**config.mk**
```make
export PLATFORM = sky130hd
export DESIGN_NAME = sfa_front
export DESIGN_NICKNAME = d
export VERILOG_FILES = /design/src/sv/sfa_pkg.sv /design/src/sv/sfa_front.sv
export SDC_FILE = /design/constraint.sdc
export NUM_CORES = 1
export LEC_CHECK = 0
export ABC_AREA = 1
export BUFFER_PORTS_ARGS = -buffer_cell sky130_fd_sc_hd__buf_2
export CORE_MARGIN = 2
export CORE_UTILIZATION = 40
export DETAILED_ROUTE_END_ITERATION = 8
export PLACE_DENSITY = 0.74
export SLEW_MARGIN = 15
export SYNTH_ARGS = -nofsm -noshare
export SYNTH_HDL_FRONTEND = slang
export SYNTH_SLANG_ARGS = --single-unit
export TNS_END_PERCENT = 20
```
**constraint.sdc**
```tcl
create_clock -name vclk -period 4.2
set_clock_uncertainty 0.05 [all_clocks]
set_input_delay 0.84 -clock vclk [all_inputs]
set_output_delay 0.84 -clock vclk [all_outputs]
set_load 0.05 [all_outputs]
```
**src/sv/sfa_pkg.sv**
```systemverilog
// Shared types, widths and constant tables for the spring force accumulator.
// No dependencies; every other file imports this package.
package sfa_pkg;

    localparam int FRAC_BITS  = 16;
    localparam int POS_W      = 32;
    localparam int DIFF_W     = POS_W + 1;
    localparam int REST_W     = 32;
    localparam int STIFF_W    = 32;
    localparam int EXPO_W     = 16;
    localparam int SUM_W      = 48;
    localparam int VAL_W      = SUM_W - 1;
    localparam int CFG_IDX_W  = 8;
    localparam int CFG_DATA_W = 32;
    localparam int CMDQ_DEPTH = 2;
    localparam int CMDQ_PTR_W = $clog2(CMDQ_DEPTH);

    localparam logic [VAL_W-1:0]  VAL_CAP     = '1;
    localparam logic [STIFF_W-1:0] STIFF_RESET = 32'h0001_0000;
    localparam logic [EXPO_W-1:0]  EXPO_RESET  = 16'h0200;

    typedef enum logic [CFG_IDX_W-1:0] {
        REG_STIFFNESS = 8'd0,
        REG_EXPONENT  = 8'd1
    } cfg_reg_t;

    // one spring request as the back end sees it
    typedef struct packed {
        logic [2:0][DIFF_W-1:0] dmag;
        logic [2:0]             dneg;
        logic [REST_W-1:0]      rest;
        logic                   present;
        logic                   node_end;
        logic                   last_node;
    } cmd_t;

    typedef struct packed {
        logic signed [SUM_W-1:0] force_x;
        logic signed [SUM_W-1:0] force_y;
        logic signed [SUM_W-1:0] force_z;
        logic                    degenerate_seen;
        logic                    saturated;
        logic                    end_of_mesh;
    } res_t;

    // factors 2^(2^-k), k = 1..16, in Q1.30, each a floor root of the one before
    typedef logic [15:0][30:0] root_tbl_t;

    function automatic logic [63:0] isqrt64(input logic [63:0] v);
        logic [63:0] res;
        logic [63:0] c;
        res = '0;
        for (int b = 31; b >= 0; b--) begin
            c = res | (64'd1 << b);
            if (c * c <= v)
                res = c;
        end
        return res;
    endfunction

    function automatic root_tbl_t build_roots();
        root_tbl_t   tbl;
        logic [63:0] r;
        r = 64'd1 << 31;
        for (int k = 0; k < 16; k++) begin
            r = isqrt64(r << 30);
            tbl[k] = r[30:0];
        end
        return tbl;
    endfunction

    localparam root_tbl_t EXP_ROOTS = build_roots();

endpackage

```
**src/sv/sfa_front.sv**
```systemverilog
// Front end: accepts spring requests, forms the difference vector and classifies them.
// Depends on sfa_pkg.
module sfa_front (
    input  logic                              push,
    input  logic                              q_full,
    input  logic signed [sfa_pkg::POS_W-1:0]  node_x,
    input  logic signed [sfa_pkg::POS_W-1:0]  node_y,
    input  logic signed [sfa_pkg::POS_W-1:0]  node_z,
    input  logic signed [sfa_pkg::POS_W-1:0]  neighbor_x,
    input  logic signed [sfa_pkg::POS_W-1:0]  neighbor_y,
    input  logic signed [sfa_pkg::POS_W-1:0]  neighbor_z,
    input  logic [sfa_pkg::REST_W-1:0]        rest_length,
    input  logic                              spring_present,
    input  logic                              last_spring,
    input  logic                              last_node,
    output logic                              q_push,
    output sfa_pkg::cmd_t                     cmd
);
    import sfa_pkg::*;

    logic [2:0][DIFF_W-1:0] diff;

    assign diff[0] = DIFF_W'({node_x[POS_W-1], node_x} - {neighbor_x[POS_W-1], neighbor_x});
    assign diff[1] = DIFF_W'({node_y[POS_W-1], node_y} - {neighbor_y[POS_W-1], neighbor_y});
    assign diff[2] = DIFF_W'({node_z[POS_W-1], node_z} - {neighbor_z[POS_W-1], neighbor_z});

    always_comb
    begin
        for (int i = 0; i < 3; i++)
        begin
            cmd.dneg[i] = diff[i][DIFF_W-1];
            cmd.dmag[i] = diff[i][DIFF_W-1] ? DIFF_W'(-diff[i]) : diff[i];
        end
        cmd.rest      = rest_length;
        cmd.present   = spring_present;
        // a request without a spring closes the node regardless of last_spring
        cmd.node_end  = last_spring | ~spring_present;
        cmd.last_node = last_node;
    end

    assign q_push = push & ~q_full;

endmodule

```
# Yosys cells after proc, flatten, opt, wreduce, memory -nomap -nowiden
# Cells that the tools add are included.
dict set report totals {
  register_bits 0
  latch_bits 0
  mem_bits_rw 0
  romBits 0
  inputBits 229
  output_inout_bits 138
  wordCells 13
  memories 0
}
dict set report op_classes {
  add_sub_neg 6
  mul 0
  div 0
  magnitude_cmp 0
  eq_ne 0
  shift 0
  muxes 3
  n_bitwise 4
  reduce_logical 0
}
# operator n
set op_table {}
lappend op_table {{$mux 33} 3}
lappend op_table {{$neg 33->33} 3}
lappend op_table {{$sub 32x32->33} 3}
lappend op_table {{$not 1->1} 2}
lappend op_table {{$and 1x1->1} 1}
lappend op_table {{$or 1x1->1} 1}

# Longest topological paths before layout
# Gate-level depths: netlist (run 1).
dict set report logic_depth {
  depth_word 3
  depth_mapped 23
  depth_no_buf 22
}

# Worst setup path before layout (run 1)
# OpenSTA, ideal clock, no wires.
dict set report synth_timing {
  kind {input-to-output}
  from {input node_y[0] (netlist bit)}
  to {output cmd[72] (netlist bit)}
  t_arrival_ns 3.789
  required_time_ns 3.310
  slack_ns -0.479
  cell_stages 18
  n_path_buf 2
  path_cell_list {inv_1 > ha_1 > fa_1 > inv_1 > nand3_1 > nand2_1 > nand2_1 > nand2_1 > nand2_1 > nand2_2 > nand4_2 > nand2_1 > nand2_2 > nand2_4 > inv_2 > buf_6 > buf_6 > o21ai_0}
}
# item line
set synth_lines {}
lappend synth_lines {{from (decl)} sfa_front.sv:7} ;# input logic signed [sfa_pkg::POS_W-1:0] node_y,
lappend synth_lines {{to (decl)} sfa_front.sv:17} ;# output sfa_pkg::cmd_t cmd

==> impl_metrics.toml, run 1 <==
[floorplan]
dieArea_um2 = 29300
core_area_um2 = 27600
start_util_pct = 40.5
top_level_ports = 367
die_y_um = 171
die_w_um = 171
row_count = 61

[grt]
grt_max_degree = 29
antenna_found_initial = 1
grt_use_total_pct = 25.2
grt_first_pass_wirelength_mm = 61.4
grt_pass1_vias = 13419
overflow = 0

[drt]
route.detailed.drc = 0
num_vias = 15310
drt_first_pass_iters = 5
wire_per_inst_um = 12.9
routed_via_density = 4.85
ant_nets = 0
drtIter0Drc = 895
totalWireLength_mm = 40.8

[cells_and_area]
fin_area_um2 = 15900
syn2layout_area_growth_pct = 41.9
final-seq-area_um2 = 0
seq_cells = 0
clkbuf_count = 0
final_nets = 3108
drive_gt1_share_pct = 31.2

[placement]
portBuffers = 301
dpl-instance-area_um2 = 14200
dp_worst_setup_slack_ps = -323
gp_congestion = 1.02
dpl.hpwl_mm = 34.2

[hold_path]
whs_endpoint = "cmd[12]"
hp-start = "rest_length[9]"
min_path_type = "in -> out"
holdPathStages = 0

[worst_setup_path]
crit_arrival_ps = 3330
endpoint_kind = "output pin"
crit_fanout = 5
cp_cell_sequence = "buf_6 -> inv_4 -> ha_4 -> fa_2 -> ha_4 -> a21boi_4 -> nand3_2 -> nor2_1 -> nand2_1 -> nor2_2 -> nand2_2 -> nor2_4 -> nand3_4 -> o21ai_4 -> xor2_1 -> buf_4"
critPathMaxStageDelay_ps = 570
path_common_cell = "ha_4"
critPathKind = "in -> out"
path_depth = 16
crit_slowest_cell = "fa_2"
cp.required_ps = 3310
cp-start-kind = "input port"
critPathTopFamily = "adder cells"
crit_buf_inv = 3

[sta]
setup_viol = 5
setup_slack_ps = -22.8
slew_violations = 0
fin_crit_ps = 4220
fmax_mhz = 237
hold_violations = 0
post-route-period-util_pct = 101
slew_headroom_pct = 62.8
worst_pin_slew_ps = 554
rsz0062_at_grt = "true"

[synth]
avgSynthCellArea_um2 = 4.82
yosysSeqAreaShare_pct = 0
syn_inst = 2320
yosys_warnings = 0
ys_types = 41
syn_area_um2 = 11200
synth_nets = 2651

[power]
power_density_nw_per_um2 = 279
p_leak_nw = 9.69
peakVddDrop_mv = 0.284

[flow_run]
max-cap-violations = 0

[cts]
ctsHoldBuffers = 0

[run_status]
status = "finished, violations left"
violations = "setup timing"
cells in the mapped netlist:
| cell | instances | share of area (%) |
|---|---|---|
| nand2_1 | 895 | 30 |
| inv_1 | 516 | 17 |
| nor2_1 | 215 | 7.2 |
| nand3_1 | 156 | 7.0 |
| ha_1 | 99 | 11 |
| a21oi_1 | 73 | 3.3 |
| xor2_1 | 59 | 4.6 |
| nand2_2 | 52 | 2.9 |
| buf_4 | 37 | 2.5 |
| nand4_1 | 30 | 1.7 |
| o21ai_0 | 30 | 1.3 |
| nor2_2 | 27 | 1.5 |
| nand3b_1 | 26 | 1.7 |
| xnor2_1 | 14 | 1.1 |
| nor3_1 | 13 | 0.58 |
| nand3_2 | 12 | 1.1 |
| inv_2 | 11 | 0.37 |
| buf_6 | 6 | 0.60 |
| nor2_4 | 5 | 0.50 |
| o21bai_1 | 5 | 0.34 |
| a21oi_2 | 4 | 0.31 |
| and2_1 | 4 | 0.22 |
| nor3_2 | 4 | 0.36 |
| a31oi_1 | 3 | 0.17 |
| fa_1 | 3 | 0.54 |
| nand2_4 | 3 | 0.30 |
| o21ai_1 | 3 | 0.13 |
| or2_2 | 2 | 0.11 |
| a21boi_0 | 1 | 0.067 |
| clkbuf_8 | 1 | 0.12 |
| clkinv_1 | 1 | 0.034 |
| inv_4 | 1 | 0.056 |
| nand4_2 | 1 | 0.11 |
| nor3b_1 | 1 | 0.067 |
| nor4_1 | 1 | 0.056 |
| o211ai_1 | 1 | 0.067 |
| o21a_1 | 1 | 0.067 |
| o21ai_2 | 1 | 0.078 |
| o21ai_4 | 1 | 0.15 |
| o31ai_1 | 1 | 0.067 |
| xnor2_2 | 1 | 0.15 |
stage by stage:
stage	hold WS [ps]	setup TNS, ps	total power [mW]	cells	util, %
2_1_floorplan	1800	-2800	2.80	2320	-
3_3_place_gp	1630	-6970	3.82	3126	51.2
3_5_place_dp	1630	-13610	3.86	3126	51.2
4_1_cts	1630	-129	4.05	3143	53.2
5_1_grt	1630	-5770	4.75	3154	57.4
6_report	1630	-51.7	4.43	3154	57.4
what timing repair did:
item                                    4_1_cts  5_1_grt
endpoints found under the setup margin       88       96
resized for setup                           131      309
gates cloned                                  1        1
buffers inserted                             16        9
pin swaps                                    41       78
cell families (layout without fill, tap and decap cells):
kind of cell,count (synthesis),after routing,synth area share (%)
and+or+nand+nor,1447,1448,55.5
buffers and inverters,573,1027,21.0
AOI/OAI and AO/OA,124,124,6.05
adders and majority gates,102,102,11.6
xor gates and xnor gates,74,74,5.86
other,0,1,0
area by class of cell:
type	instances	area [µm²]
Fill cell	2814	11800
Multi-Input combinational cell	1748	9990
Timing Repair Buffer	497	3380
Inverter	529	2010
Tap cell	378	473
Timing Repair inverter	1	11.3
Antenna cell	1	2.50
power breakdown:
group | switching [mW] | total, mW | internal, mW
clock | 0 | 0.0000000319 | 0.0000000319
combinational | 2.93 | 4.43 | 1.51
sequential | 0 | 0 | 0
total | 2.93 | 4.43 | 1.51
how the worst max path moves through the flow:
stage | start | to | slack [ps]
2_1_floorplan | node_y[0] | cmd[93] | -240
3_3_place_gp | node_z[0] | cmd[128] | -270
3_5_place_dp | node_z[0] | cmd[128] | -320
4_1_cts | node_y[0] | cmd[93] | -40
5_1_grt | node_x[0] | cmd[67] | -170
6_report | node_y[0] | cmd[93] | -20
cell usage in the layout, fill, tap and decap left out, types with 25 or more instances in the layout:
cell,count
a21oi_1,59
buf_2,220
buf_4,229
buf_6,35
ha_1,62
inv_1,503
nand2_1,825
nand2_2,113
nand3_1,129
nand3_2,34
nand3b_1,26
nand4_1,30
nor2_1,160
nor2_2,62
nor2_4,25
xor2_1,49
layer usage:
metal / wire length (µm) / GRT usage, % / vias up
li1: - / - / 7864
met1: 17700 / 33.6 / 6817
met2: 19200 / 44.3 / 573
met3: 2780 / 1.43 / 56
met4: 1030 / 6.26 / 0
met5: 0 / 0 / -
Power figures use the tool's default switching activity.
==> run 2, diff against run 1 <==
==> constraint.sdc (replaced) <==
create_clock -name vclk -period 4.2
set_clock_uncertainty 0.05 [all_clocks]
set_input_delay 0 -clock vclk [all_inputs]
set_output_delay 0 -clock vclk [all_outputs]
set_load 0.05 [all_outputs]
==> impl_metrics.toml, run 2 (synthesized netlist as in run 1, its figures left out) <==
[drt]
totalWireLength_mm = 37.0
drtIter0Drc = 882
wire_per_inst_um = 12.4
drt_first_pass_iters = 5
route.detailed.drc = 0
routed_via_density = 4.79
ant_nets = 0
num_vias = 14306

[power]
peakVddDrop_mv = 0.215
power_switching_mw = 2.67
comb_power_share_pct = 100.0
power_mw = 3.60
clock_power_share_pct = 0
sequentialPowerShare_pct = 0
swShare_pct = 74.3
cell_internal_pwr_mw = 0.926
p_leak_nw = 8.64
power_density_nw_per_um2 = 274

[sta]
hold-worst-slack_ps = 253
fmax_mhz = 331
slew_violations = 0
hold_violations = 0
setup_viol = 0
slew_headroom_pct = 64.7
tns_ps = 0
fin_crit_ps = 3020
post-route-period-util_pct = 71.8
worst_pin_slew_ps = 528
rsz0062_at_grt = "false"

[worst_setup_path]
critPathKind = "in -> out"
crit_slowest_cell = "inv_2"
path_common_cell = "nand2_2"
crit_arrival_ps = 2970
cp-start-kind = "input port"
cp.required_ps = 4150
endpoint_kind = "output pin"
cp_cell_sequence = "buf_2 -> inv_1 -> ha_1 -> fa_1 -> inv_1 -> nand3_1 -> nand2_1 -> nand2_1 -> nand2_2 -> nand2_2 -> nand2_2 -> nand4_1 -> nand3_1 -> nand2_2 -> inv_2 -> nand2_1 -> nand2_4 -> xor2_1 -> inv_1 -> buf_2"
crit_buf_inv = 6
crit_fanout = 30
critPathTopFamily = "simple AND/OR/NAND/NOR gates"
critPathMaxStageDelay_ps = 440

[floorplan]
dieArea_um2 = 29300
die_w_um = 171
die_y_um = 171
start_util_pct = 40.5
top_level_ports = 367
core_area_um2 = 27600
row_count = 61

[cells_and_area]
multi_input_area_um2 = 8830
syn2layout_area_growth_pct = 17.4
final_nets = 2943
seq_cells = 0
post-route-util_pct = 47.5
final_common_cell = "nand2_1"
clkbuf_count = 0
diodes = 0
final-seq-area_um2 = 0
fill_cells = 3159
final_cell_mix = "nand2_1, inv_1, buf_2"
drive_gt1_share_pct = 16.3
fin_area_um2 = 13100

[cts]
cts_resized = 0

[grt]
met2_usage_pct = 43.1
use_met3_pct = 0.644
met1_usage_pct = 31.8
overflow = 0
antenna_found_initial = 0
grt_use_total_pct = 23.9
grt_pass1_vias = 12767
busiest_layer = "met2"
grt_first_pass_wirelength_mm = 58.3
grt_max_degree = 31

[placement]
dpl-instance-area_um2 = 12800
gp_congestion = 0.942
portBuffers = 301
dpl.hpwl_mm = 32.9

[hold_path]
whs_endpoint = "q_push"
min_path_type = "in -> out"
holdPathStages = 3
hp-start = "q_full"

[flow_run]
max-cap-violations = 0

[run_status]
status = "finished clean"
==> run 2: final cells by class <==
type               instances  share of cell area (%)
repair buffers           334                    14.0
well taps                378                    3.60
multi-input cells       1747                    67.3
inverters                529                    15.1
==> run 2: worst max path at each step <==
stage | end | depth (start not counted) | startpoint | slack (ps)
after detailed placement | cmd[58] | 20 | node_x[0] | 1200
after floorplan | cmd[72] | 18 | node_y[0] | 1200
after CTS | cmd[58] | 20 | node_x[0] | 1200
after global routing | cmd[58] | 20 | node_x[0] | 860
final | cmd[58] | 20 | node_x[0] | 1180
after global placement | cmd[58] | 20 | node_x[0] | 1290
==> run 2: routing by layer <==
metal,part of all wire [%],wire [µm],vias up
li1,-,-,7533
met1,46,17100,6232
met2,46,17000,492
met3,5.7,2100,49
met4,2.2,808,0
met5,0,0,-
==> run 2: power groups by stage <==
| stage | Clock (mW) | Sequential [mW] | Combinational, mW |
|---|---|---|---|
| finish | 0 | 0 | 3.60 |
| global route | 0 | 0 | 3.90 |
| CTS | 0 | 0 | 3.58 |
| detailed placement | 0 | 0 | 3.48 |
| global placement | 0 | 0 | 3.45 |
| floorplan | 0 | 0 | 2.78 |
==> run 2: what timing repair did <==
item,in CTS,in global routing
buffers inserted,0,0
endpoints found under the setup margin,0,0
hold buffers,33,0
hold endpoints to repair,33,0
==> run 2: tightest hold or removal path, delay by kind of cell <==
| family | cells | cell delay (ps) |
|---|---|---|
| buf+inv | 2 | 270 |
| simple gates | 1 | 30 |
==> run 2: per-stage QoR <==
stage,instances,setup WS (ps)
6_report,2988,1180
3_5_place_dp,2955,1200
4_1_cts,2988,1200
2_1_floorplan,2320,1200
5_1_grt,2988,856
3_3_place_gp,2955,1290
