==> src/sv/sfa_pkg.sv <==
// Shared types, widths and constant tables for the spring force accumulator.
// No dependencies; every other file imports this package.
package sfa_pkg;

    localparam int FRAC_BITS  = 16;
    localparam int POS_W      = 32;
    localparam int DIFF_W     = POS_W + 1;
    localparam int REST_W     = 32;
    localparam int STIFF_W    = 32;
    localparam int EXPO_W     = 16;
    localparam int SUM_W      = 48;
    localparam int VAL_W      = SUM_W - 1;
    localparam int CFG_IDX_W  = 8;
    localparam int CFG_DATA_W = 32;
    localparam int CMDQ_DEPTH = 2;
    localparam int CMDQ_PTR_W = $clog2(CMDQ_DEPTH);

    localparam logic [VAL_W-1:0]  VAL_CAP     = '1;
    localparam logic [STIFF_W-1:0] STIFF_RESET = 32'h0001_0000;
    localparam logic [EXPO_W-1:0]  EXPO_RESET  = 16'h0200;

    typedef enum logic [CFG_IDX_W-1:0] {
        REG_STIFFNESS = 8'd0,
        REG_EXPONENT  = 8'd1
    } cfg_reg_t;

    // one spring request as the back end sees it
    typedef struct packed {
        logic [2:0][DIFF_W-1:0] dmag;
        logic [2:0]             dneg;
        logic [REST_W-1:0]      rest;
        logic                   present;
        logic                   node_end;
        logic                   last_node;
    } cmd_t;

    typedef struct packed {
        logic signed [SUM_W-1:0] force_x;
        logic signed [SUM_W-1:0] force_y;
        logic signed [SUM_W-1:0] force_z;
        logic                    degenerate_seen;
        logic                    saturated;
        logic                    end_of_mesh;
    } res_t;

    // factors 2^(2^-k), k = 1..16, in Q1.30, each a floor root of the one before
    typedef logic [15:0][30:0] root_tbl_t;

    function automatic logic [63:0] isqrt64(input logic [63:0] v);
        logic [63:0] res;
        logic [63:0] c;
        res = '0;
        for (int b = 31; b >= 0; b--) begin
            c = res | (64'd1 << b);
            if (c * c <= v)
                res = c;
        end
        return res;
    endfunction

    function automatic root_tbl_t build_roots();
        root_tbl_t   tbl;
        logic [63:0] r;
        r = 64'd1 << 31;
        for (int k = 0; k < 16; k++) begin
            r = isqrt64(r << 30);
            tbl[k] = r[30:0];
        end
        return tbl;
    endfunction

    localparam root_tbl_t EXP_ROOTS = build_roots();

endpackage

==> src/sv/sfa_cmd_queue.sv <==
// Short request queue between the front end and the back end.
// Depends on sfa_pkg.
module sfa_cmd_queue (
    input  logic          clk,
    input  logic          rst_n,
    input  logic          wr_en,
    input  sfa_pkg::cmd_t wr_data,
    output logic          q_full,
    output logic          rd_valid,
    input  logic          rd_en,
    output sfa_pkg::cmd_t rd_data
);
    import sfa_pkg::*;

    cmd_t                  entry_reg [CMDQ_DEPTH];
    logic [CMDQ_PTR_W-1:0] wr_ptr_reg, wr_ptr_next;
    logic [CMDQ_PTR_W-1:0] rd_ptr_reg, rd_ptr_next;
    logic [CMDQ_PTR_W:0]   count_reg, count_next;
    logic                  do_wr, do_rd;

    assign q_full   = (count_reg == (CMDQ_PTR_W+1)'(CMDQ_DEPTH));
    assign rd_valid = (count_reg != '0);
    assign rd_data  = entry_reg[rd_ptr_reg];
    assign do_wr    = wr_en & ~q_full;
    assign do_rd    = rd_en & rd_valid;

    always_comb
    begin
        wr_ptr_next = do_wr ? wr_ptr_reg + 1'b1 : wr_ptr_reg;
        rd_ptr_next = do_rd ? rd_ptr_reg + 1'b1 : rd_ptr_reg;
        count_next  = count_reg;
        if (do_wr && !do_rd)
            count_next = count_reg + 1'b1;
        else if (!do_wr && do_rd)
            count_next = count_reg - 1'b1;
    end

    always_ff @(posedge clk or negedge rst_n)
    begin
        if (!rst_n)
        begin
            wr_ptr_reg <= '0;
            rd_ptr_reg <= '0;
            count_reg  <= '0;
        end
        else
        begin
            wr_ptr_reg <= wr_ptr_next;
            rd_ptr_reg <= rd_ptr_next;
            count_reg  <= count_next;
        end
    end

    always_ff @(posedge clk)
    begin
        if (do_wr)
            entry_reg[wr_ptr_reg] <= wr_data;
    end

endmodule

==> config.mk <==
export PLATFORM = sky130hd
export DESIGN_NAME = sfa_cmd_queue
export DESIGN_NICKNAME = d
export VERILOG_FILES = /design/src/sv/sfa_pkg.sv /design/src/sv/sfa_cmd_queue.sv
export SDC_FILE = /design/constraint.sdc
export NUM_CORES = 1
export LEC_CHECK = 0
export BUFFER_PORTS_ARGS = -buffer_cell sky130_fd_sc_hd__buf_2
export CORE_UTILIZATION = 50
export DETAILED_ROUTE_END_ITERATION = 6
export PLACE_DENSITY = 0.85
export SETUP_SLACK_MARGIN = 0.1
export SLEW_MARGIN = 20
export SYNTH_ARGS = -nofsm -noshare
export SYNTH_HDL_FRONTEND = slang
export SYNTH_SLANG_ARGS = --single-unit
==> constraint.sdc <==
create_clock -name clk -period 16.8 [get_ports clk]
set_input_delay 3.36 -clock clk [delete_from_list [all_inputs] [get_ports clk]]
set_output_delay 3.36 -clock clk [all_outputs]
set_load 0.01 [all_outputs]
Word-level counts from Yosys, hierarchy flattened

Memory sizes are Yosys's and may differ from the RTL's.
Cells that the tools add are included.

Register bits: 4
RAM bits: 274
Input port bits: 141
Output and inout port bits: 139
Word-level logic and storage cells: 22
Memories: 1

Memory list:

| memory    | depth | width | read ports | clocked after memory_dff | write ports | RTL line            | source |
|---|---|---|---|---|---|---|---|
| entry_reg | 2     | 137   | 1          | 0                        | 1           | sfa_cmd_queue.sv:15 | `cmd_t entry_reg [CMDQ_DEPTH];` |

Add/subtract/negate cells: 4
Eq/ne operators: 1
Mux-type cells: 4
Bitwise operators: 3
Reductions and logical operators: 6

Operator list:

| kind                  | number |
|---|---|
| $mux W2               | 2 |
| $reduce_bool A2 Y1    | 2 |
| $add A1 B1 Y1 const B | 2 |
| $add A2 B1 Y2 const B | 1 |
| $and A1 B1 Y1         | 2 |
| $eq A2 B2 Y1 const B  | 1 |
| $logic_and A1 B1 Y1   | 2 |
| $logic_not A1 Y1      | 2 |
| $mux W1               | 2 |
| $sub A2 B1 Y2 const B | 1 |
| $not A1 Y1            | 1 |

Longest topological paths before layout

Gate-level depths: netlist of run 1.

Depth in word-level cells: 7
Mapped depth: 7
Depth with buffers taken out: 7

Least setup slack after synthesis of run 1

Ideal clock, no wire load.

Kind: input to register
Start: input wr_en
End: memory entry_reg[0][0] (netlist bit) (enable)
Arrival: 9.139 ns
Data required time: 16.165 ns
Path slack: 7.026 ns
Stages: 2
Path buffers: 0
Cells stage by stage: nand2_1 > nor2_1

Word-level cells in the longest chain between the ends: 3

Ends and longest elaborated chain:

| what                          | RTL line            | source |
|---|---|---|
| from (decl)                   | sfa_cmd_queue.sv:6  | `input logic wr_en,` |
| $and A1 B1 Y1                 | sfa_cmd_queue.sv:24 | `assign do_wr = wr_en & ~q_full;` |
| $mux W1                       | sfa_cmd_queue.sv:56 | `if (do_wr)` |
| $mux W1 (implied by the code) | sfa_cmd_queue.sv:57 | `entry_reg[wr_ptr_reg] <= wr_data;` |
| to (decl)                     | sfa_cmd_queue.sv:15 |  |

Every way passes these cells.

==> results.cfg, run 1 <==
[logic_synthesis]
yosysSeqAreaShare_pct = 82.20
synth_cell_types = 14
syn_area_um2 = 10130
syn_area_per_cell_um2 = 22.77
synth.largest_area_cell = edfxtp_1
yosysMostFrequentCell = edfxtp_1
syn-instance-count = 445
synth_top_cell_area_share_pct = 81.22
yosys-top-cells-area = edfxtp_1 (81%), mux2_2 (15%), buf_6 (1.6%)
synthFlopType = edfxtp_1
synth_common_cells = edfxtp_1 (274), mux2_2 (137), buf_6 (14), dfrtp_1 (4), xnor2_1 (3)
synth_edf_count = 274
synthArstFlopShare_pct = 1.439
yosysWarnings = 0
syn_nets = 587
ys_seq_elements = 278

[critical_path]
reg2reg_to = entry_reg[0][72]
slowest_stage = dfrtp_4
r2r_cells = 5
required_ps = 13440
worstSetupPathType = flop to output port
crit_chain = buf_4, mux2_2, buf_2
crit_fanout = 74
r2r-start = count_reg[0]
cp-start-kind = flop
r2r_slack_ps = 13960
worstPathArrival_ps = 3040
cp-end-kind = output port
slowest_delay_ps = 980

[die]
rows = 51
die_h_um = 144.3
fp.coreArea_um2 = 19650
ios = 280
dieArea_um2 = 20840
die_w_um = 144.3
start_util_pct = 51.55

[detailed_routing]
drt_iter0_drc = 233
drtAntennaViolNets = 0
routed_wirelength_um = 18490
avgViaCountPerCell = 4.971
wl_per_cell_um = 18.01
vias = 5105
drc = 0
drt_first_pass_iters = 4

[clock_tree]
cts-buffers-inserted = 27
root_buffer = clkbuf_16
clk_pin_slew_ps = 60
cts.sinks = 278
clock_latency_ps = 510
ctsResizeCount = 0
holdBufCountCts = 0
h-tree-depth = 1
tritoncts = done
cts.path.max_buffers = 3
postCtsSetupBuffers = 0

[sta]
rsz0062_at_grt = false
tightest_slew_ps = 1008
tns_ps = 0
skew_ps = 10.01
max_freq_mhz = 156.3
finalHoldViolations = 0
slew_violations = 0
fin_crit_sh_pct = 38.08
timing.slew.headroom_pct = 32.81
post-route-min-period_ps = 6398
finalSetupViolCount = 0

[hold_path]
min_path_type = flop to flop
hold-path-endpoint = count_reg[1]
hold_depth = 1
min_from = count_reg[1]

[power_and_ir_drop]
peakVddDrop_uv = 129.1
p_leak_nw = 4.684
power_density_nw_per_um2 = 171.8

[flow_run]
maxCapViolCount = 0

[grt]
grt_pass1_wl_um = 26500
grt_pass1_vias = 5221
gr-total-overflow = 0
global_route.usage.total_pct = 16.83
grt_max_degree = 75
antenna_found_initial = 2

[place]
gp_congestion = 0.6835
dp.cells = 978
port_buffers = 279
place_hpwl_um = 12130

[cells_and_area]
area_growth_pct = 23.68
fin_nets = 884
stdcell_count = 1027
drive_above_1_share_pct = 59.79
largest_reg_flops = 274

[status]
outcome = finished clean
==> through the flow <==
stage               instance area (µm²)  hold slack, ps  power (W)  utilization [%]  worst slack (ps)
global placement                  11740           489.9   0.001619            59.75             10910
floorplan                         10130           455.9   0.001447                -              7026
global route                      12530           545.4   0.002255            63.75             10210
CTS                               12530           511.7   0.002180            63.74             10350
finish                            12530           511.0   0.002153            63.75             10400
detailed placement                11740           494.3   0.001635            59.75             10920
==> placed cells by master (no fill, tap or decap) <==
cell       synthesis  layout
buf_2              1     279
edfxtp_1         274     274
xor2_1             2       2
or2_2              1       1
and3_4             0       1
diode_2            0       1
ha_1               1       1
clkinv_1           0       4
clkinv_2           0       3
inv_1              2       2
dfrtp_4            0       1
bufinv_16          0       1
xnor2_1            3       3
buf_4              0       4
nand2b_1           1       1
nand2_1            2       2
mux2_2           137     137
nor2_4             0       1
dfrtp_1            4       3
clkbuf_16          0      27
nor2_1             2       1
clkbuf_1           0      13
==> worst max-delay path by stage <==
stage / from / end / slack (ps) / depth (start not counted)
2_1_floorplan: wr_en / entry_reg[0][0] / 7030 / 2
3_3_place_gp: rd_ptr_reg / rd_data[73] / 10910 / 3
3_5_place_dp: rd_ptr_reg / rd_data[103] / 10920 / 3
4_1_cts: rd_ptr_reg / rd_data[72] / 10350 / 3
5_1_grt: rd_ptr_reg / rd_data[103] / 10210 / 3
6_report: rd_ptr_reg / rd_data[72] / 10400 / 3
==> routing by layer <==
| metal | vias to the layer above | share of wire, % | GRT usage, % |
|---|---|---|---|
| met5 | - | 0.049 | 0 |
| met4 | 2 | 3.1 | 6.094 |
| met3 | 43 | 7.1 | 4.768 |
| met2 | 200 | 52 | 30.72 |
| met1 | 2492 | 38 | 18.57 |
| li1 | 2368 | - | - |
==> layout make-up <==
cell class	instances	area [µm²]
fillers	1395	7124
clock inverters	8	60.06
clock buffers	40	724.4
diodes	1	2.502
flip-flops and latches	278	8332
well taps	265	331.6
inverters	2	7.507
multi-input cells	150	1645
repair buffers	283	1426
==> critical path, delay by kind of cell, from the launching register on <==
kind | cells | cell delay (ps)
buffers and inverters | 2 | 990
DFF | 1 | 980
muxes | 1 | 440
==> cells by family after synthesis <==
family / share of synthesized area, %
DFF: 82.20
muxes: 15.23
buffers and inverters: 1.680
and+or+nand+nor: 0.3336
xor gates and xnor gates: 0.4323
adders and majority gates: 0.1235
==> where the power goes <==
group          internal, W  switching [W]
registers         0.000951      0.0000647
clock network     0.000311       0.000227
logic             0.000279       0.000319
Note: power is estimated with default switching activity, not from simulation.
==> inputs of run 2 (changes only) <==
--- a/config.mk
+++ b/config.mk
@@ -6,9 +6,9 @@
 export NUM_CORES = 1
 export LEC_CHECK = 0
 export BUFFER_PORTS_ARGS = -buffer_cell sky130_fd_sc_hd__buf_2
-export CORE_UTILIZATION = 50
+export CORE_UTILIZATION = 47
 export DETAILED_ROUTE_END_ITERATION = 6
-export PLACE_DENSITY = 0.85
+export PLACE_DENSITY = 0.84
 export SETUP_SLACK_MARGIN = 0.1
 export SLEW_MARGIN = 20
 export SYNTH_ARGS = -nofsm -noshare
==> constraint.sdc (replaced) <==
create_clock -name clk -period 5.45 [get_ports clk]
set_input_delay 1.09 -clock clk [delete_from_list [all_inputs] [get_ports clk]]
set_output_delay 1.09 -clock clk [all_outputs]
set_load 0.01 [all_outputs]
==> run 2 against run 1 <==
Against the previous run: register-to-register slack lost 11000 ps; sequential share of layout area shrank 0.59 points; flip-flop and latch count is the same; critical endpoint is now rd_data[11]; critical path type unchanged; design area grew 0.90%; clock skew grew 3.5 ps; worst setup slack lost 8600 ps; via count shrank 1.2%; combinational power grew to 3.1 times the previous value.
==> results.cfg, run 2 (synthesis gave the netlist of run 1 again) <==
[die]
rows = 53
fp.coreArea_um2 = 21090
dieArea_um2 = 22150
ios = 280
die_w_um = 148.8
die_h_um = 148.8
start_util_pct = 48.04

[cells_and_area]
final_util_pct = 59.95
fill_cells = 1565
area_growth_pct = 24.79
drive_above_1_share_pct = 60.45
diodes = 0
final_common_cell = buf_2
largest_reg_flops = 274
most-common-layout-cells = buf_2 (279), edfxtp_1 (274), mux2_2 (137)
fin_nets = 884

[sta]
post-route-min-period_ps = 3651
finalHoldViolations = 0
finalSetupViolCount = 0
timing.slew.headroom_pct = 34.26
fin_crit_sh_pct = 67.00
tns_ps = 0
slew_violations = 0
rsz0062_at_grt = false
max_freq_mhz = 273.9
finalWorstSetupSlack_ps = 1799
skew_ps = 13.50
tightest_slew_ps = 983.7

[clock_tree]
cts.sinks = 278
h-tree-depth = 1
clock_latency_ps = 520
tritoncts = done
postCtsSetupBuffers = 0
ctsResizeCount = 0
cts-buffers-inserted = 27
holdBufCountCts = 0
cts.path.max_buffers = 3
clk_pin_slew_ps = 60
root_buffer = clkbuf_16

[power_and_ir_drop]
p_leak_nw = 4.730
power_density_nw_per_um2 = 534.9
p_switching_w = 0.001912
p_sw_share_pct = 28.27
cellInternalPower_w = 0.004851
combPwrFrac_pct = 27.5
pwr-share-seq_pct = 46.2
clkPwrFrac_pct = 26.3
peakVddDrop_uv = 558.4

[critical_path]
cp-start-kind = flop
cp-end-kind = output port
crit_fanout = 76
slowest_stage = dfrtp_4
crit_chain = buf_12, mux2_2, buf_2
required_ps = 4360
slowest_delay_ps = 980
path_buf_inv = 2
worstSetupPathType = flop to output port
worst_path_dominant_cell_family = flip-flops
worstPathArrival_ps = 2560

[detailed_routing]
routed_wirelength_um = 18200
drt_iter0_drc = 170
wl_per_cell_um = 17.57
drc = 0
drtAntennaViolNets = 0
avgViaCountPerCell = 4.871
drt_first_pass_iters = 4
vias = 5046

[place]
place_hpwl_um = 11970
gp_congestion = 0.7389
pre_cts_slack_ps = 2344
port_buffers = 279

[grt]
antenna_found_initial = 0
global_route.usage.total_pct = 16.16
grt_pass1_wl_um = 27400
gr-total-overflow = 0
grt_max_degree = 79
grt_pass1_vias = 5233

[flow_run]
maxCapViolCount = 0

[hold_path]
min_path_type = input port to asynchronous set/reset pin

[status]
outcome = finished clean
[run 2: routing by layer]
metal	global-route usage (%)	wire length (µm)	vias to the layer above
met5	0	0	-
met4	4.337	260	0
li1	-	-	2380
met2	27.64	9177	200
met1	19.67	7130	2442
met3	5.321	1635	24
[run 2: path summary, 6_finish.rpt]
check	to	start	slack, ps	cells past startpoint
hold reg to reg	count_reg[1]	count_reg[1]	530	1
setup / recovery	rd_data[11]	rd_ptr_reg	1800	3
hold / removal	count_reg[0]	rst_n	370	1
min in group clk	count_reg[1]	count_reg[1]	530	1
max in group asynchronous	rd_ptr_reg	rst_n	4940	1
setup reg to reg	entry_reg[0][36]	count_reg[0]	3020	4
[run 2: worst reg2reg max path, cell delays in order, from the launching register on]
cell and delay [ps]:
dfrtp_1 430, nand2b_1 190, nand2_1 150, nor2_4 770, buf_12 460
[run 2: cell type report]
cell class	instances	area, µm²	area share, %
sequential	278	8332	65.90
multi-input combinational	150	1645	13.01
timing repair buffer	283	1464	11.58
clock buffer	31	690.7	5.463
tap	275	344.1	2.722
clock inverter	17	158.9	1.257
inverter	2	7.507	0.05938
[run 2: through the flow]
stage / instance area (µm²) / instances / hold WS [ps] / total power, W
2_1_floorplan: 10130 / 445 / 455.9 / 0.004434
3_3_place_gp: 11790 / 988 / 484.6 / 0.004998
3_5_place_dp: 11790 / 988 / 498.3 / 0.005048
4_1_cts: 12640 / 1036 / 347.8 / 0.006846
5_1_grt: 12640 / 1036 / 349.9 / 0.007080
6_report: 12640 / 1036 / 366.6 / 0.006763
[run 2: power groups by stage]
stage	clock, W	combinational, W	sequential [W]
after floorplan	0	0.00133	0.00310
after global placement	0	0.00185	0.00315
after detailed placement	0	0.00188	0.00317
after CTS	0.00182	0.00189	0.00313
after global routing	0.00190	0.00200	0.00318
final	0.00178	0.00186	0.00313
==> inputs of run 3 (changes only) <==
--- a/config.mk
+++ b/config.mk
@@ -6,9 +6,9 @@
 export NUM_CORES = 1
 export LEC_CHECK = 0
 export BUFFER_PORTS_ARGS = -buffer_cell sky130_fd_sc_hd__buf_2
-export CORE_UTILIZATION = 47
+export CORE_UTILIZATION = 50
 export DETAILED_ROUTE_END_ITERATION = 6
-export PLACE_DENSITY = 0.84
+export PLACE_DENSITY = 0.85
 export SETUP_SLACK_MARGIN = 0.1
 export SLEW_MARGIN = 20
 export SYNTH_ARGS = -nofsm -noshare
==> constraint.sdc (replaced) <==
create_clock -name clk -period 3.4 [get_ports clk]
set_input_delay 0.68 -clock clk [delete_from_list [all_inputs] [get_ports clk]]
set_output_delay 0.68 -clock clk [all_outputs]
set_load 0.01 [all_outputs]
==> run 3 against run 2 <==
Against the previous run: design area rose by 0.56%; combinational power up 69%; non-clock buffer count grew 8; core utilization rose by 4.7 points; sequential share of layout area down 0.37 points; worst setup slack got worse by 1300 ps; global-route usage grew 1.4 points; via count rose by 2.9%; sequential power up 58%; routed wire length up 4.6%; critical path type unchanged.
==> results.cfg, run 3 (synthesis gave the netlist of run 1 again) <==
[critical_path]
worstPathArrival_ps = 2220
worstSetupPathType = flop to output port
slowest_delay_ps = 790
cp-start-kind = flop
slowest_stage = dfrtp_4
crit_chain = buf_4, mux2_2, buf_2
required_ps = 2720
cp-end-kind = output port
crit_fanout = 38

[clock_tree]
clk_pin_slew_ps = 60
holdBufCountCts = 1
h-tree-depth = 1
cts.path.max_buffers = 3
cts-buffers-inserted = 28
postCtsSetupBuffers = 0
clock_latency_ps = 520
cts.sinks = 278
tritoncts = done
root_buffer = clkbuf_16
ctsResizeCount = 0

[grt]
antenna_found_initial = 1
grt_pass1_vias = 5530
global_route.usage.total_pct = 17.54
grt_pass1_wl_um = 27610
gr-total-overflow = 0
grt_max_degree = 138

[detailed_routing]
drt_iter0_drc = 204
routed_wirelength_um = 19050
vias = 5191
drc = 0
avgViaCountPerCell = 5.001
wl_per_cell_um = 18.35
drtAntennaViolNets = 0
drt_first_pass_iters = 4

[hold_path]
min_path_type = input port to flop

[sta]
skew_ps = 6.012
finalSetupViolCount = 0
tns_ps = 0
slew_violations = 0
finalHoldViolations = 0
max_freq_mhz = 344.4
fin_crit_sh_pct = 85.40
post-route-min-period_ps = 2903
timing.slew.headroom_pct = 35.86
tightest_slew_ps = 962.2
finalWorstSetupSlack_ps = 496.5
rsz0062_at_grt = false

[power_and_ir_drop]
power_density_nw_per_um2 = 856.0
peakVddDrop_uv = 856.1
p_switching_w = 0.003098
cellInternalPower_w = 0.007785
pwr-share-seq_pct = 45.6
power_w = 0.01088
combPwrFrac_pct = 28.8
p_sw_share_pct = 28.47
clkPwrFrac_pct = 25.6
p_leak_nw = 4.773

[cells_and_area]
area_growth_pct = 25.49
final_util_pct = 64.69
fin_nets = 893
most-common-layout-cells = buf_2 (279), edfxtp_1 (274), mux2_2 (137)
drive_above_1_share_pct = 60.36
design_area_um2 = 12710
final_common_cell = buf_2
fill_cells = 1359
largest_reg_flops = 274

[die]
rows = 51
die_h_um = 144.3
ios = 280
start_util_pct = 51.55
die_w_um = 144.3
fp.coreArea_um2 = 19650
dieArea_um2 = 20840

[place]
pre_cts_slack_ps = 1036
place_area_um2 = 11860
port_buffers = 279
gp_congestion = 0.7286
place_hpwl_um = 12560

[flow_run]
maxCapViolCount = 0

[status]
outcome = finished clean
## run 3: cell count changes in the layout (fill, tap and decap cells not counted), sizes merged, moves of 2 or more
cell / change
bufinv: -2
buf: +7
clkinv: +2
clkbuf: +4
## run 3: cell type report
class | count | area [µm²] | share of cell area (%)
Inverter | 2 | 7.507 | 0.05905
Timing Repair Buffer | 291 | 1551 | 12.20
Clock inverter | 16 | 95.09 | 0.7480
Tap cell | 265 | 331.6 | 2.608
Sequential cell | 278 | 8332 | 65.54
Multi-Input combinational cell | 150 | 1645 | 12.94
Antenna cell | 1 | 2.502 | 0.01968
Clock buffer | 35 | 748.2 | 5.885
## run 3: metal layers
layer	vias to the layer above	global-route usage [%]	part of all wire [%]
li1	2380	-	-
met1	2551	19.06	36
met2	206	31.28	51
met3	54	5.430	8.2
met4	0	7.922	4.0
met5	-	0	0
## run 3: critical path, delay by kind of cell (launching register included)
kind     cells  cell delay [ps]
buf+inv      2              510
flops        1              790
mux          1              390
## run 3: power groups by stage
stage	clock, W	combinational [W]	sequential, W
after global routing	0.00297	0.00339	0.00504
after CTS	0.00285	0.00319	0.00497
after floorplan	0	0.00214	0.00491
after detailed placement	0	0.00316	0.00504
final	0.00279	0.00314	0.00496
after global placement	0	0.00312	0.00499
## run 3: final timing paths
path	to	depth (start not counted)	from	slack, ps
max in group asynchronous	rd_ptr_reg	2	rst_n	2740
min reg2reg	count_reg[1]	1	count_reg[1]	510
max reg2reg	entry_reg[0][12]	4	count_reg[0]	1430
min in group asynchronous	wr_ptr_reg	2	rst_n	520
min	entry_reg[1][82]	1	wr_data[82]	350
max	rd_data[93]	3	rd_ptr_reg	500
## run 3: through the flow
stage	instances	hold WS, ps
floorplan	445	384.4
global placement	985	474.1
detailed placement	985	494.8
CTS	1037	323.4
global route	1038	321.8
finish	1038	348.9
